**src/decision_tree_classify_unit_macros.svh**
```systemverilog
// Assertion macros shared by the decision tree classifier RTL.
`ifndef DECISION_TREE_CLASSIFY_UNIT_MACROS_SVH
`define DECISION_TREE_CLASSIFY_UNIT_MACROS_SVH
`ifndef SYNTHESIS
// Same-cycle implication, sampled on clk, off during reset.
`define DTC_ASSERT_IMP(label, ante, cons) \
	label: assert property (@(posedge clk) disable iff (!arst_n) (ante) |-> (cons)) \
		else $error("dtc: same-cycle check failed");
// Next-cycle implication, sampled on clk, off during reset.
`define DTC_ASSERT_NXT(label, ante, cons) \
	label: assert property (@(posedge clk) disable iff (!arst_n) (ante) |=> (cons)) \
		else $error("dtc: next-cycle check failed");
`else
`define DTC_ASSERT_IMP(label, ante, cons)
`define DTC_ASSERT_NXT(label, ante, cons)
`endif
`endif

```
**src/dtc_pkg.sv**
```systemverilog
// Types, codes and sizes shared by the decision tree classifier modules.
`timescale 1ns / 1ps
package dtc_pkg;

	localparam int DTC_MAX_NODES    = 256;
	localparam int DTC_MAX_FEATURES = 64;
	localparam int NODE_SLOTS       = 256;
	localparam int FEATURE_SLOTS    = 64;
	localparam int NODE_IDX_W       = 8;
	localparam int FEAT_IDX_W       = 6;
	localparam int VALUE_W          = 32;

	localparam logic [1:0] OP_WRITE_NODE    = 2'd0;
	localparam logic [1:0] OP_WRITE_FEATURE = 2'd1;
	localparam logic [1:0] OP_CLASSIFY      = 2'd2;

	typedef struct packed {
		logic [1:0]                 opcode;
		logic [NODE_IDX_W-1:0]      node_index;
		logic                       is_terminal;
		logic [FEAT_IDX_W-1:0]      split_feature;
		logic signed [VALUE_W-1:0]  split_threshold;
		logic [NODE_IDX_W-1:0]      left_child;
		logic [NODE_IDX_W-1:0]      right_child;
		logic [7:0]                 leaf_class;
		logic [FEAT_IDX_W-1:0]      feature_index;
		logic signed [VALUE_W-1:0]  feature_value;
	} item_t;

	typedef struct packed {
		logic [7:0] predicted_class;
		logic [8:0] leaf_number;
		logic       walk_error;
	} result_t;

	// one tree node as stored in the node RAM
	typedef struct packed {
		logic                       is_terminal;
		logic [FEAT_IDX_W-1:0]      split_feature;
		logic signed [VALUE_W-1:0]  split_threshold;
		logic [NODE_IDX_W-1:0]      left_child;
		logic [NODE_IDX_W-1:0]      right_child;
		logic [7:0]                 leaf_class;
	} node_t;

	typedef struct packed {
		logic wr_node;
		logic wr_feat;
		logic start;
		logic feat_rd;
		logic step;
		logic load_leaf;
		logic load_err;
	} dtc_cmd_t;

	typedef struct packed {
		logic is_terminal;
		logic last_step;
	} dtc_status_t;

endpackage

```
**src/dtc_ctrl.sv**
```systemverilog
// Sequencer for item intake, the tree walk and the result register handshake.
`timescale 1ns / 1ps
module dtc_ctrl (
	input  logic                 clk,
	input  logic                 arst_n,
	input  logic                 item_valid,
	output logic                 item_stall,
	input  logic [1:0]           opcode,
	input  dtc_pkg::dtc_status_t status,
	output dtc_pkg::dtc_cmd_t    cmd,
	output logic                 result_valid,
	input  logic                 result_stall
);

	import dtc_pkg::*;

	typedef enum logic [1:0] {
		ST_IDLE,
		ST_EVAL,
		ST_STEP,
		ST_ERR
	} state_t;

	state_t state_q;
	logic   result_valid_q;
	logic   take;
	logic   out_free;

	assign item_stall = (state_q != ST_IDLE);
	assign take       = item_valid & ~item_stall;
	assign out_free   = ~result_valid_q | ~result_stall;

	always_comb begin
		cmd = '0;
		case (state_q)
			ST_IDLE: begin
				cmd.wr_node = take & (opcode == OP_WRITE_NODE);
				cmd.wr_feat = take & (opcode == OP_WRITE_FEATURE);
				cmd.start   = take & (opcode == OP_CLASSIFY);
			end
			ST_EVAL: begin
				cmd.load_leaf = status.is_terminal & out_free;
				cmd.feat_rd   = ~status.is_terminal;
			end
			ST_STEP: begin
				cmd.step = 1'b1;
			end
			ST_ERR: begin
				cmd.load_err = out_free;
			end
			default: begin
				cmd = '0;
			end
		endcase
	end

	always_ff @(posedge clk or negedge arst_n) begin
		if (!arst_n) begin
			state_q        <= ST_IDLE;
			result_valid_q <= 1'b0;
		end else begin
			case (state_q)
				ST_IDLE: begin
					if (cmd.start) begin
						state_q <= ST_EVAL;
					end
				end
				ST_EVAL: begin
					// a leaf waits here until the result register frees up
					if (cmd.load_leaf) begin
						state_q <= ST_IDLE;
					end else if (!status.is_terminal) begin
						state_q <= ST_STEP;
					end
				end
				ST_STEP: begin
					state_q <= status.last_step ? ST_ERR : ST_EVAL;
				end
				ST_ERR: begin
					if (cmd.load_err) begin
						state_q <= ST_IDLE;
					end
				end
				default: begin
					state_q <= ST_IDLE;
				end
			endcase

			if (cmd.load_leaf || cmd.load_err) begin
				result_valid_q <= 1'b1;
			end else if (!result_stall) begin
				result_valid_q <= 1'b0;
			end
		end
	end

	assign result_valid = result_valid_q;

endmodule
```
**config.mk**
```make
export PLATFORM = sky130hd
export DESIGN_NAME = dtc_ctrl
export DESIGN_NICKNAME = d
export VERILOG_FILES = /design/src/decision_tree_classify_unit_macros.svh /design/src/dtc_pkg.sv /design/src/dtc_ctrl.sv
export SDC_FILE = /design/constraint.sdc
export NUM_CORES = 1
export LEC_CHECK = 0
export BUFFER_PORTS_ARGS = -buffer_cell sky130_fd_sc_hd__buf_4
export CORE_AREA = 2 2 39 41
export DETAILED_ROUTE_END_ITERATION = 6
export DIE_AREA = 0 0 41 43
export PLACE_DENSITY_LB_ADDON = 0.15
export SYNTH_ARGS = -nofsm -noshare
export SYNTH_HDL_FRONTEND = slang
export SYNTH_SLANG_ARGS = --single-unit
```
**constraint.sdc**
```tcl
create_clock -name clk -period 2.2 [get_ports clk]
set_input_delay 0.22 -clock clk [delete_from_list [all_inputs] [get_ports clk]]
set_output_delay 0.22 -clock clk [all_outputs]
set_load 0.05 [all_outputs]
```
==> impl_table.tex, run 1 <==
\begin{tabular}{lr}
\hline
Metric & Value \\
\hline
\multicolumn{2}{l}{\textbf{Run status}} \\
Outcome & finished clean \\
\multicolumn{2}{l}{\textbf{Synthesis}} \\
Post-Synth Simple-Gate Area & between 40\% and 50\% \\
Combinational family with the most area after synthesis & simple AND/OR/NAND/NOR gates \\
Number of synthesized register bits & 3 \\
Part of the Yosys area used for sequential elements & 33.0\% \\
Netlist Area Pre-Place & roughly 230 µm² \\
Fraction of the mapped netlist area in adder cells & 0\% \\
Proportion of synthesized area in mux cells & 0\% \\
Share of the synthesized area in the top cell type & approximately 33\% \\
Number of synthesis warnings & 0 \\
Synth Instances & 25 \\
XOR/XNOR Fraction of Synth Area & 0\% \\
Leading post-synthesis cells by instance count & 4 x sky130\_fd\_sc\_hd\_\_nand2\_1, 3 x sky130\_fd\_sc\_hd\_\_dfrtp\_1, 3 x sky130\_fd\_sc\_hd\_\_nor3b\_2 \\
Most used flip-flop cell after synthesis & sky130\_fd\_sc\_hd\_\_dfrtp\_1 \\
Cell with the most instances after synthesis & sky130\_fd\_sc\_hd\_\_nand2\_1 \\
Synth unique cells & 15 \\
Top post-synthesis cells by area & sky130\_fd\_sc\_hd\_\_dfrtp\_1 33\%, sky130\_fd\_sc\_hd\_\_nor3b\_2 16\%, sky130\_fd\_sc\_hd\_\_buf\_6 9.9\%, sky130\_fd\_sc\_hd\_\_nand2\_1 6.6\%, sky130\_fd\_sc\_hd\_\_and4b\_1 4.4\% \\
Post-synthesis area per instance & a little over 9 µm² \\
Share of synthesized flip-flops with an asynchronous set or reset & 100\% \\
Complex-gate fraction of the synthesized area & 12.6\% \\
Number of nets in the synthesized netlist & 33 \\
Post-synth EDFFs & 0 \\
Leading area contributor after synthesis & sky130\_fd\_sc\_hd\_\_dfrtp\_1 \\
\multicolumn{2}{l}{\textbf{Drt}} \\
Routed wire length per instance & 10.9 µm \\
Initial drt markers & 0 \\
Count of antenna-violating nets left after detailed routing & 0 \\
DRC violation count after routing & 0 \\
Wirelength, routed & 656 µm \\
Vias post-DR & 250 \\
Post-detailed-route via-to-cell ratio & between 4 and 5 \\
Number of detailed-routing iterations run before antenna repair & 1 \\
\multicolumn{2}{l}{\textbf{Hold path}} \\
Worst hold path class & in2reg \\
\multicolumn{2}{l}{\textbf{Final layout}} \\
Antenna diode count & 0 \\
Non-Filler Cell Area, Final & 382 µm² \\
Post-route insts no fill & 60 \\
Number of fillers in the final layout & 156 \\
Layout cells sized above 1 & approximately 50\% \\
Core Util, Final & between 20 and 30\% \\
Relative area change from synthesis to final layout & 67.6\% \\
\# nets final & 53 \\
\multicolumn{2}{l}{\textbf{Timing}} \\
Setup skew after layout & between 0.0008 and 0.0009 ns \\
Hold Fails Final Rpt & 0 \\
Measured slew at the worst slew-check pin & approximately 0.3 ns \\
Hold Slack & 0.240 ns \\
Fmax achieved & 0.616 GHz \\
Post-route minimum period & 1.62 ns \\
Setup TNS & 0 ns \\
Unrepaired setup endpoints after global routing & no \\
Final-report setup violation count & 0 \\
Worst path setup slack after routing & 0.575 ns \\
Final period util & 73.8\% \\
Number of max-slew violations in the final report & 0 \\
Slew margin rel. & 80.0\% \\
\multicolumn{2}{l}{\textbf{CTS}} \\
Number of clock sinks seen by CTS & 3 \\
H-tree depth & 1 \\
TritonCTS clock tree & done \\
Clock edge transition at the registers on the reported setup and hold paths & 0.03 ns \\
Number of CTS-inserted buffers & 3 \\
CTS Root Cell & sky130\_fd\_sc\_hd\_\_clkbuf\_4 \\
Buffer depth of the longest clock path & 2 \\
Source-to-sink clock delay at the later pin of the worst-skew pair & 0.23 ns \\
\multicolumn{2}{l}{\textbf{Place}} \\
Port buffer count & 16 \\
Dpl ws & 0.821 ns \\
Gp weighted congestion & between 0.6 and 0.7 \\
Placed cell area & about 350 µm² \\
Detailed placer's ending HPWL & 478 µm \\
Count of placed standard cells including taps & 55 \\
\multicolumn{2}{l}{\textbf{Critical path}} \\
Slowest stage cell, crit path & sky130\_fd\_sc\_hd\_\_dfrtp\_1 \\
Data required time at the worst endpoint & 1.98 ns \\
Element type at the critical path end & output port \\
Critical Path Fanout Max & 9 \\
Setup CP Type & reg2out \\
Largest delay share family, worst path & simple AND/OR/NAND/NOR gates \\
Combined buffer and inverter count along the critical path & 1 \\
Crit path arrival time & 1.40 ns \\
Delay of the slowest cell on the worst path & 0.47 ns \\
Series of cell instances along the critical path & nor2\_1 > nand2\_1 > nor3b\_2 > buf\_4 \\
Kind of start point of the critical path & flop \\
\multicolumn{2}{l}{\textbf{Floorplanning}} \\
Top-Level Pins & 17 \\
Number of placement rows & 14 \\
Core Region & 1380 µm² \\
Die footprint & 1760 µm² \\
Die height & $\sim$43 µm \\
Initial core utilization & between 10\% and 20\% \\
Width of the die & 41 µm \\
\multicolumn{2}{l}{\textbf{Job}} \\
Maximum Capacitance Violations & 0 \\
\multicolumn{2}{l}{\textbf{Global routing}} \\
Grt total ovfl & 0 \\
Overall global routing resource usage & 10.3\% \\
Number of antenna violations at the first check in global routing & 0 \\
Wire length of the first global-routing pass & 1.12 mm \\
Largest net degree at the start of global routing & 12 \\
Number of global-route vias before repair & 233 \\
\multicolumn{2}{l}{\textbf{Pwr}} \\
Cell Pwr Density & 1430 nW/µm² \\
IR Drop Worst-Case VDD & around 530 µV \\
Leakage Power & between 0.15 and 0.2 nW \\
Total power of the final layout & 546 µW \\
\hline
\end{tabular}
-- placed cells by master, fill, tap and decap left out, types with 2 or more instances in the layout --
master | netlist | final
sky130_fd_sc_hd__nand2_1 | 4 | 4
sky130_fd_sc_hd__o21ai_0 | 2 | 2
sky130_fd_sc_hd__inv_1 | 2 | 2
sky130_fd_sc_hd__dfrtp_1 | 3 | 3
sky130_fd_sc_hd__nor3b_2 | 3 | 3
sky130_fd_sc_hd__clkbuf_4 | 0 | 3
sky130_fd_sc_hd__buf_4 | 0 | 16
-- logic make-up (layout without fill, tap and decap cells) --
group | after synthesis | in the layout
buffers and inverters | 4 | 23
AOI/OAI and AO/OA | 5 | 5
and+or+nand+nor | 13 | 13
DFF | 3 | 3
-- state kept, by name, indices dropped and copies added, names as in the netlist --
| name | cells |
|---|---|
| state_q | 2 |
| result_valid | 1 |
-- tightest hold or removal path: stages --
cell and delay (ns):
sky130_fd_sc_hd__buf_4 0.07, sky130_fd_sc_hd__a31oi_1 0.07, sky130_fd_sc_hd__o21ai_0 0.07
-- power by group --
group          switching (mW)  internal (mW)
Clock                  0.0266         0.0678
Combinational           0.225          0.104
Sequential             0.0432         0.0791
Total                   0.295          0.251
-- layout make-up --
cell class	instances	area, µm²	area share, %
timing repair buffer	17	130	34.1
clock buffer	4	26.3	6.89
tap	16	20.0	5.25
inverter	2	7.51	1.97
sequential	3	75.1	19.7
multi-input combinational	18	123	32.1
-- path summary, 6_finish.rpt --
check,startpoint,end,slack [ns],cells after the start
worst min register to register,result_valid$_DFFE_PN0P_,result_valid$_DFFE_PN0P_,0.57,2
worst max register to register,state_q[0]$_DFFE_PN0P_,state_q[0]$_DFFE_PN0P_,1.09,3
max in group asynchronous,arst_n,state_q[0]$_DFFE_PN0P_,1.79,2
worst min-delay path,status[0],state_q[1]$_DFFE_PN0P_,0.24,3
worst max-delay path,state_q[1]$_DFFE_PN0P_,cmd[4],0.58,4
min in group asynchronous,arst_n,result_valid$_DFFE_PN0P_,0.32,2
-- metal layers --
layer / track usage [%] / vias up / wire, µm
li1: - / 124 / -
met4: 10.0 / 0 / 19
met3: 5.24 / 2 / 28
met1: 10.3 / 116 / 260
met2: 14.1 / 8 / 347
met5: 0 / - / 0
-- repair_timing --
| item | in CTS | in global routing |
|---|---|---|
| hold endpoints to repair | 3 | 0 |
| hold buffers | 1 | 0 |
| gates resized for setup | 0 | 0 |
| buffers inserted | 0 | 0 |
Note: power is estimated with default switching activity, not from simulation.
==> run 2, diff against run 1 <==
ABC_AREA = 1   (was not set)
clock period = 1.6 ns   (was 2.2 ns; I/O delays follow)
==> run 2 against run 1 <==
Clock-buffer cell count unchanged. Hold slack got worse by 0.0095 ns. Register-to-register slack got worse by 0.53 ns. Core utilization increased by 4.1 points. Combinational power increased by 99%. Wire length decreased by 8.8%. First-iteration DRC count increased by 4. Clock skew about the same. Sequential power increased by 31%.
==> impl_table.tex, run 2 <==
\begin{tabular}{lr}
\hline
Metric & Value \\
\hline
\multicolumn{2}{l}{\textbf{Critical path}} \\
Data required time at the worst endpoint & 1.44 ns \\
Combined buffer and inverter count along the critical path & 1 \\
Slowest stage cell, crit path & sky130\_fd\_sc\_hd\_\_dfrtp\_1 \\
Kind of start point of the critical path & flop \\
Critical Path Fanout Max & 6 \\
Source of the worst register-to-register timing path & state\_q[1]\$\_DFFE\_PN0P\_ \\
Slack of the worst reg-to-reg path & 0.56 ns \\
Largest delay share family, worst path & flip-flops \\
Setup CP Type & reg2out \\
CP Launch Point & state\_q[0]\$\_DFFE\_PN0P\_ \\
Delay of the slowest cell on the worst path & 0.46 ns \\
Series of cell instances along the critical path & nor2\_4 > nand2\_1 > nor3\_1 > buf\_4 \\
Depth of the worst register-to-register path & 7 \\
Crit path arrival time & $\sim$1.3 ns \\
Logic depth of the worst path, buffers included & 4 \\
Element type at the critical path end & output port \\
End point of the critical path & cmd[5] \\
Reg-to-reg endpoint & state\_q[1]\$\_DFFE\_PN0P\_ \\
\multicolumn{2}{l}{\textbf{Drt}} \\
DRC violation count after routing & 0 \\
Routed wire length per instance & 7.87 µm \\
Vias post-DR & 299 \\
Post-detailed-route via-to-cell ratio & 3.93 \\
Wirelength, routed & 598 µm \\
Initial drt markers & 4 \\
Count of antenna-violating nets left after detailed routing & 0 \\
Number of detailed-routing iterations run before antenna repair & 4 \\
\multicolumn{2}{l}{\textbf{Final layout}} \\
Relative area change from synthesis to final layout & 79.5\% \\
Storage element area & 75.1 µm² \\
Flip-flop count of the largest register, all copies and words added & 2 \\
\# nets final & 69 \\
Most frequent standard cell in the layout excluding fill and tap cells & sky130\_fd\_sc\_hd\_\_buf\_4 \\
Antenna diode count & 0 \\
Multi-input gate area in the final layout & about 150 µm² \\
Layout cells sized above 1 & 48.3\% \\
Non-Filler Cell Area, Final & 438 µm² \\
Core Util, Final & between 30\% and 40\% \\
Most frequent cells in the layout & 17 x sky130\_fd\_sc\_hd\_\_buf\_4, 11 x sky130\_fd\_sc\_hd\_\_nand2\_1, 6 x sky130\_fd\_sc\_hd\_\_inv\_1 \\
Number of fillers in the final layout & 162 \\
Register with the most flip-flops & state\_q \\
\multicolumn{2}{l}{\textbf{Run status}} \\
Outcome & finished clean \\
\multicolumn{2}{l}{\textbf{Timing}} \\
Final-report setup violation count & 0 \\
Post-route minimum period & about 1.5 ns \\
Worst path setup slack after routing & 0.143 ns \\
Hold Fails Final Rpt & 0 \\
Slew margin rel. & roughly 82\% \\
Measured slew at the worst slew-check pin & 0.263 ns \\
Setup skew after layout & approximately 0.0013 ns \\
Number of max-slew violations in the final report & 0 \\
Fmax achieved & 0.686 GHz \\
Hold Slack & between 0.2 and 0.25 ns \\
Unrepaired setup endpoints after global routing & no \\
Final period util & between 90\% and 100\% \\
\multicolumn{2}{l}{\textbf{Global routing}} \\
Wire length of the first global-routing pass & 1.03 mm \\
Number of global-route vias before repair & 279 \\
Largest net degree at the start of global routing & 7 \\
Overall global routing resource usage & 8.84\% \\
Number of antenna violations at the first check in global routing & 0 \\
Grt total ovfl & 0 \\
\multicolumn{2}{l}{\textbf{Pwr}} \\
Cell Pwr Density & 2160 nW/µm² \\
Total power of the final layout & roughly 940 µW \\
IR Drop Worst-Case VDD & between 800 and 900 µV \\
Leakage Power & 0.246 nW \\
\multicolumn{2}{l}{\textbf{CTS}} \\
Source-to-sink clock delay at the later pin of the worst-skew pair & 0.23 ns \\
CTS Root Cell & sky130\_fd\_sc\_hd\_\_clkbuf\_4 \\
TritonCTS clock tree & done \\
Clock edge transition at the registers on the reported setup and hold paths & $\sim$0.04 ns \\
Buffer depth of the longest clock path & 2 \\
Number of clock sinks seen by CTS & 3 \\
Number of CTS-inserted buffers & 3 \\
Post-CTS Setup Repair Bufs & 0 \\
H-tree depth & 1 \\
\multicolumn{2}{l}{\textbf{Synthesis}} \\
Netlist Area Pre-Place & 244 µm² \\
Top post-synthesis cells by area & sky130\_fd\_sc\_hd\_\_dfrtp\_1 31\%, sky130\_fd\_sc\_hd\_\_nand2\_1 17\%, sky130\_fd\_sc\_hd\_\_inv\_1 9.2\%, sky130\_fd\_sc\_hd\_\_nand3\_1 8.2\%, sky130\_fd\_sc\_hd\_\_nor3\_1 6.2\% \\
Leading area contributor after synthesis & sky130\_fd\_sc\_hd\_\_dfrtp\_1 \\
Cell with the most instances after synthesis & sky130\_fd\_sc\_hd\_\_nand2\_1 \\
Number of synthesis warnings & 0 \\
Share of synthesized flip-flops with an asynchronous set or reset & 100\% \\
Share of the synthesized area in the top cell type & 30.8\% \\
Number of synthesized register bits & 3 \\
Leading post-synthesis cells by instance count & 11 x sky130\_fd\_sc\_hd\_\_nand2\_1, 6 x sky130\_fd\_sc\_hd\_\_inv\_1, 4 x sky130\_fd\_sc\_hd\_\_nand3\_1 \\
Synth unique cells & 13 \\
Part of the Yosys area used for sequential elements & 30.8\% \\
Post-synthesis area per instance & 6.42 µm² \\
Post-synth EDFFs & 0 \\
Most used flip-flop cell after synthesis & sky130\_fd\_sc\_hd\_\_dfrtp\_1 \\
Synth Instances & 38 \\
Number of nets in the synthesized netlist & 46 \\
\multicolumn{2}{l}{\textbf{Hold path}} \\
Hold path startpoint & result\_stall \\
Worst hold path class & in2reg \\
\multicolumn{2}{l}{\textbf{Place}} \\
Dpl ws & between 0.2 and 0.3 ns \\
Detailed placer's ending HPWL & 517 µm \\
Placed cell area & a little under 400 µm² \\
Port buffer count & 16 \\
Gp weighted congestion & approximately 0.70 \\
\multicolumn{2}{l}{\textbf{Floorplanning}} \\
Width of the die & 41 µm \\
Initial core utilization & between 10\% and 20\% \\
Core Region & approximately 1400 µm² \\
Top-Level Pins & 17 \\
Number of placement rows & 14 \\
Die height & $\sim$43 µm \\
Die footprint & 1760 µm² \\
\multicolumn{2}{l}{\textbf{Job}} \\
Maximum Capacitance Violations & 0 \\
\hline
\end{tabular}
==> run 2: changes by cell type after synthesis, sizes merged, moves of 2 or more <==
| cell | before | now |
|---|---|---|
| buf | 2 | 0 |
| inv | 2 | 8 |
| nand2 | 4 | 11 |
| nand3 | 0 | 5 |
| nor2 | 1 | 5 |
| nor3 | 1 | 3 |
| nor3b | 3 | 0 |
==> run 2: worst min path at each step <==
| stage | end | slack, ns | cells past startpoint |
|---|---|---|---|
| final | result_valid$_DFFE_PN0P_ | 0.23 | 3 |
| after CTS | result_valid$_DFFE_PN0P_ | 0.22 | 3 |
| after global placement | result_valid$_DFFE_PN0P_ | -0.05 | 1 |
| after floorplan | result_valid$_DFFE_PN0P_ | -0.14 | 0 |
| after detailed placement | result_valid$_DFFE_PN0P_ | -0.05 | 1 |
| after global routing | result_valid$_DFFE_PN0P_ | 0.26 | 2 |
==> run 2: logic make-up after synthesis <==
| family | count (synthesis) | share of synthesized area (%) |
|---|---|---|
| simple gates | 25 | 49.7 |
| flops | 3 | 30.8 |
| buf+inv | 8 | 12.3 |
| compound gates | 2 | 7.18 |
==> run 2: layout make-up <==
type,instances,area share (%)
clock buffers,4,6.00
inverters,8,6.86
multi-input cells,27,34.0
flip-flops and latches,3,17.1
well taps,16,4.57
repair buffers,18,31.4
==> run 2: layer usage <==
layer	up-vias	share of wire (%)	routed length, µm	GRT usage [%]
met2	14	42	250	12.2
met1	122	48	290	11.0
li1	163	-	-	-
met4	0	0	0	2.00
met5	-	0	0	0
met3	0	9.4	56	6.28
==> run 2: tightest hold or removal path: stages <==
cell and delay [ns]:
sky130_fd_sc_hd__buf_4 0.07, sky130_fd_sc_hd__nand2_1 0.09, sky130_fd_sc_hd__nand3_1 0.10
==> run 2: report_power, final <==
group	internal (mW)	switching, mW	leakage (nW)
registers	0.113	0.0464	0.0377
logic	0.207	0.447	0.193
clock network	0.0933	0.0372	0.0150
total	0.414	0.530	0.246
==> run 2: what timing repair did <==
action | CTS | global route
endpoints found under the setup margin | 0 | 3
hold buffers | 1 | 0
hold endpoints to repair | 3 | 0
gates resized for setup | 0 | 2
==> run 2: through the flow <==
stage | setup TNS [ns] | instances
floorplan | -0.834 | 38
global placement | 0 | 71
detailed placement | 0 | 71
CTS | 0 | 76
global route | 0 | 76
finish | 0 | 76
==> run 3, diff against run 2 <==
==> constraint.sdc (replaced) <==
create_clock -name clk -period 1.6 [get_ports clk]
set_input_delay 0 -clock clk [delete_from_list [all_inputs] [get_ports clk]]
set_output_delay 0 -clock clk [all_outputs]
set_load 0.05 [all_outputs]
==> run 3 against run 2 <==
Global-route usage is 0.91 points lower. Power is 3.8% lower. Clock skew is 0.00055 ns lower. Die area stayed put. Fmax is 1.6% higher. Design area is 4.0% lower. Largest cell class unchanged.
==> impl_table.tex, run 3 (synthesized netlist as in run 2, its figures left out) <==
\begin{tabular}{lr}
\hline
Metric & Value \\
\hline
\multicolumn{2}{l}{\textbf{Run status}} \\
Outcome & finished clean \\
\multicolumn{2}{l}{\textbf{Place}} \\
Detailed placer's ending HPWL & 495 µm \\
Dpl ws & 0.426 ns \\
Port buffer count & 16 \\
Gp weighted congestion & 0.703 \\
\multicolumn{2}{l}{\textbf{Global routing}} \\
Number of global-route vias before repair & 226 \\
Wire length of the first global-routing pass & just under 900 µm \\
Largest net degree at the start of global routing & 7 \\
Grt total ovfl & 0 \\
Overall global routing resource usage & 7.93\% \\
Number of antenna violations at the first check in global routing & 0 \\
\multicolumn{2}{l}{\textbf{CTS}} \\
Number of clock sinks seen by CTS & 3 \\
Clock edge transition at the registers on the reported setup and hold paths & 0.04 ns \\
CTS Root Cell & sky130\_fd\_sc\_hd\_\_clkbuf\_4 \\
TritonCTS clock tree & done \\
Buffer depth of the longest clock path & 2 \\
Count of instances resized after the clock tree is built & 0 \\
Number of CTS-inserted buffers & 3 \\
Hold buffer count at cts & 1 \\
H-tree depth & 1 \\
Post-CTS Setup Repair Bufs & 0 \\
Source-to-sink clock delay at the later pin of the worst-skew pair & 0.23 ns \\
\multicolumn{2}{l}{\textbf{Final layout}} \\
Number of fillers in the final layout & around 160 \\
Register with the most flip-flops & state\_q \\
\# nets final & 68 \\
Most frequent standard cell in the layout excluding fill and tap cells & sky130\_fd\_sc\_hd\_\_buf\_4 \\
Most frequent cells in the layout & 16 x sky130\_fd\_sc\_hd\_\_buf\_4, 11 x sky130\_fd\_sc\_hd\_\_nand2\_1, 6 x sky130\_fd\_sc\_hd\_\_inv\_1 \\
Relative area change from synthesis to final layout & 72.3\% \\
Layout cells sized above 1 & 44.1\% \\
Core Util, Final & 30.4\% \\
Flip-flop count of the largest register, all copies and words added & 2 \\
Antenna diode count & 0 \\
\multicolumn{2}{l}{\textbf{Timing}} \\
Hold Fails Final Rpt & 0 \\
Final period util & 89.6\% \\
Number of max-slew violations in the final report & 0 \\
Hold Slack & approximately 0.075 ns \\
Measured slew at the worst slew-check pin & approximately 0.27 ns \\
Fmax achieved & 0.698 GHz \\
Post-route minimum period & 1.43 ns \\
Setup TNS & 0 ns \\
Slew margin rel. & 82.0\% \\
Setup skew after layout & around 0.00073 ns \\
Worst path setup slack after routing & approximately 0.17 ns \\
Final-report setup violation count & 0 \\
Unrepaired setup endpoints after global routing & no \\
\multicolumn{2}{l}{\textbf{Floorplanning}} \\
Top-Level Pins & 17 \\
Die height & around 43 µm \\
Die footprint & 1760 µm² \\
Initial core utilization & 17.6\% \\
Number of placement rows & 14 \\
Core Region & 1380 µm² \\
Width of the die & $\sim$41 µm \\
\multicolumn{2}{l}{\textbf{Job}} \\
Maximum Capacitance Violations & 0 \\
\multicolumn{2}{l}{\textbf{Critical path}} \\
Element type at the critical path end & output port \\
Combined buffer and inverter count along the critical path & 1 \\
Setup CP Type & reg2out \\
Kind of start point of the critical path & flop \\
Crit path arrival time & 1.43 ns \\
Series of cell instances along the critical path & nor2\_1 > nand2\_1 > nor3\_1 > buf\_4 \\
CP Launch Point & state\_q[1]\$\_DFFE\_PN0P\_ \\
Largest delay share family, worst path & simple AND/OR/NAND/NOR gates \\
Source of the worst register-to-register timing path & state\_q[1]\$\_DFFE\_PN0P\_ \\
Data required time at the worst endpoint & 1.60 ns \\
Slowest stage cell, crit path & sky130\_fd\_sc\_hd\_\_dfrtp\_1 \\
Delay of the slowest cell on the worst path & 0.46 ns \\
Critical Path Fanout Max & 6 \\
\multicolumn{2}{l}{\textbf{Drt}} \\
Vias post-DR & between 300 and 400 \\
Number of detailed-routing iterations run before antenna repair & 4 \\
Count of antenna-violating nets left after detailed routing & 0 \\
Wirelength, routed & about 640 µm \\
DRC violation count after routing & 0 \\
Initial drt markers & 2 \\
Routed wire length per instance & 8.48 µm \\
Post-detailed-route via-to-cell ratio & 4.03 \\
\multicolumn{2}{l}{\textbf{Pwr}} \\
Net switching share of the total power & 57.1\% \\
Internal power & 390 µW \\
IR Drop Worst-Case VDD & 892 µV \\
Part of the total power dissipated in sequential elements & roughly a fifth \\
Leakage Power & 0.240 nW \\
Logic gate share of total power & 66.3\% \\
Part of the power in the clock network & 14.8\% \\
Cell Pwr Density & 2160 nW/µm² \\
Net Switching & between 500 and 600 µW \\
\multicolumn{2}{l}{\textbf{Hold path}} \\
Worst hold path class & in2reg \\
Hold path startpoint & result\_stall \\
\hline
\end{tabular}
## run 3: changes by cell type in the layout (fill, tap and decap cells not counted)
cell                     delta
sky130_fd_sc_hd__nor2_1     +2
sky130_fd_sc_hd__buf_4      -1
sky130_fd_sc_hd__nor2_2     -1
sky130_fd_sc_hd__nor2_4     -1
## run 3: layout make-up
type,instances,area (µm²),share of cell area (%)
clock buffer,4,26.3,6.25
inverter,8,30.0,7.14
multi-input combinational,27,139,33.0
sequential,3,75.1,17.9
tap,16,20.0,4.76
timing repair buffer,17,130,31.0
## run 3: power by group through the flow
stage | Sequential [mW] | Clock, mW | Combinational, mW
finish | 0.172 | 0.134 | 0.603
global route | 0.177 | 0.150 | 0.649
CTS | 0.172 | 0.142 | 0.610
detailed placement | 0.172 | 0 | 0.605
global placement | 0.172 | 0 | 0.609
floorplan | 0.201 | 0 | 0.411
## run 3: routing by layer
layer | wire length [µm] | up-vias | track usage [%] | part of all wire [%]
li1 | - | 159 | - | -
met1 | 266 | 129 | 7.72 | 42
met4 | 0 | 0 | 4.00 | 0
met2 | 294 | 14 | 11.6 | 46
met5 | 0 | - | 0 | 0
met3 | 75 | 0 | 6.28 | 12
## run 3: worst register-to-register path, delay by kind of cell (launching register included)
family,cells,cell delay (ns)
DFF,1,0.46
AOI/OAI and AO/OA,1,0.11
and+or+nand+nor,4,0.43
## run 3: path summary, 6_finish.rpt
path	endpoint	slack (ns)	cells past startpoint
max	cmd[6]	0.17	4
min	result_valid$_DFFE_PN0P_	0.08	3
max reg2reg	state_q[0]$_DFFE_PN0P_	0.55	5
min reg2reg	result_valid$_DFFE_PN0P_	0.59	2
max in group asynchronous	state_q[1]$_DFFE_PN0P_	1.42	2
min in group asynchronous	result_valid$_DFFE_PN0P_	0.09	2
## run 3: metrics by stage
stage          total power, mW  area [µm²]  cells
2_1_floorplan            0.612         244     38
3_3_place_gp             0.781         384     70
3_5_place_dp             0.778         384     70
4_1_cts                  0.924         420     75
5_1_grt                  0.976         420     75
6_report                 0.908         420     75
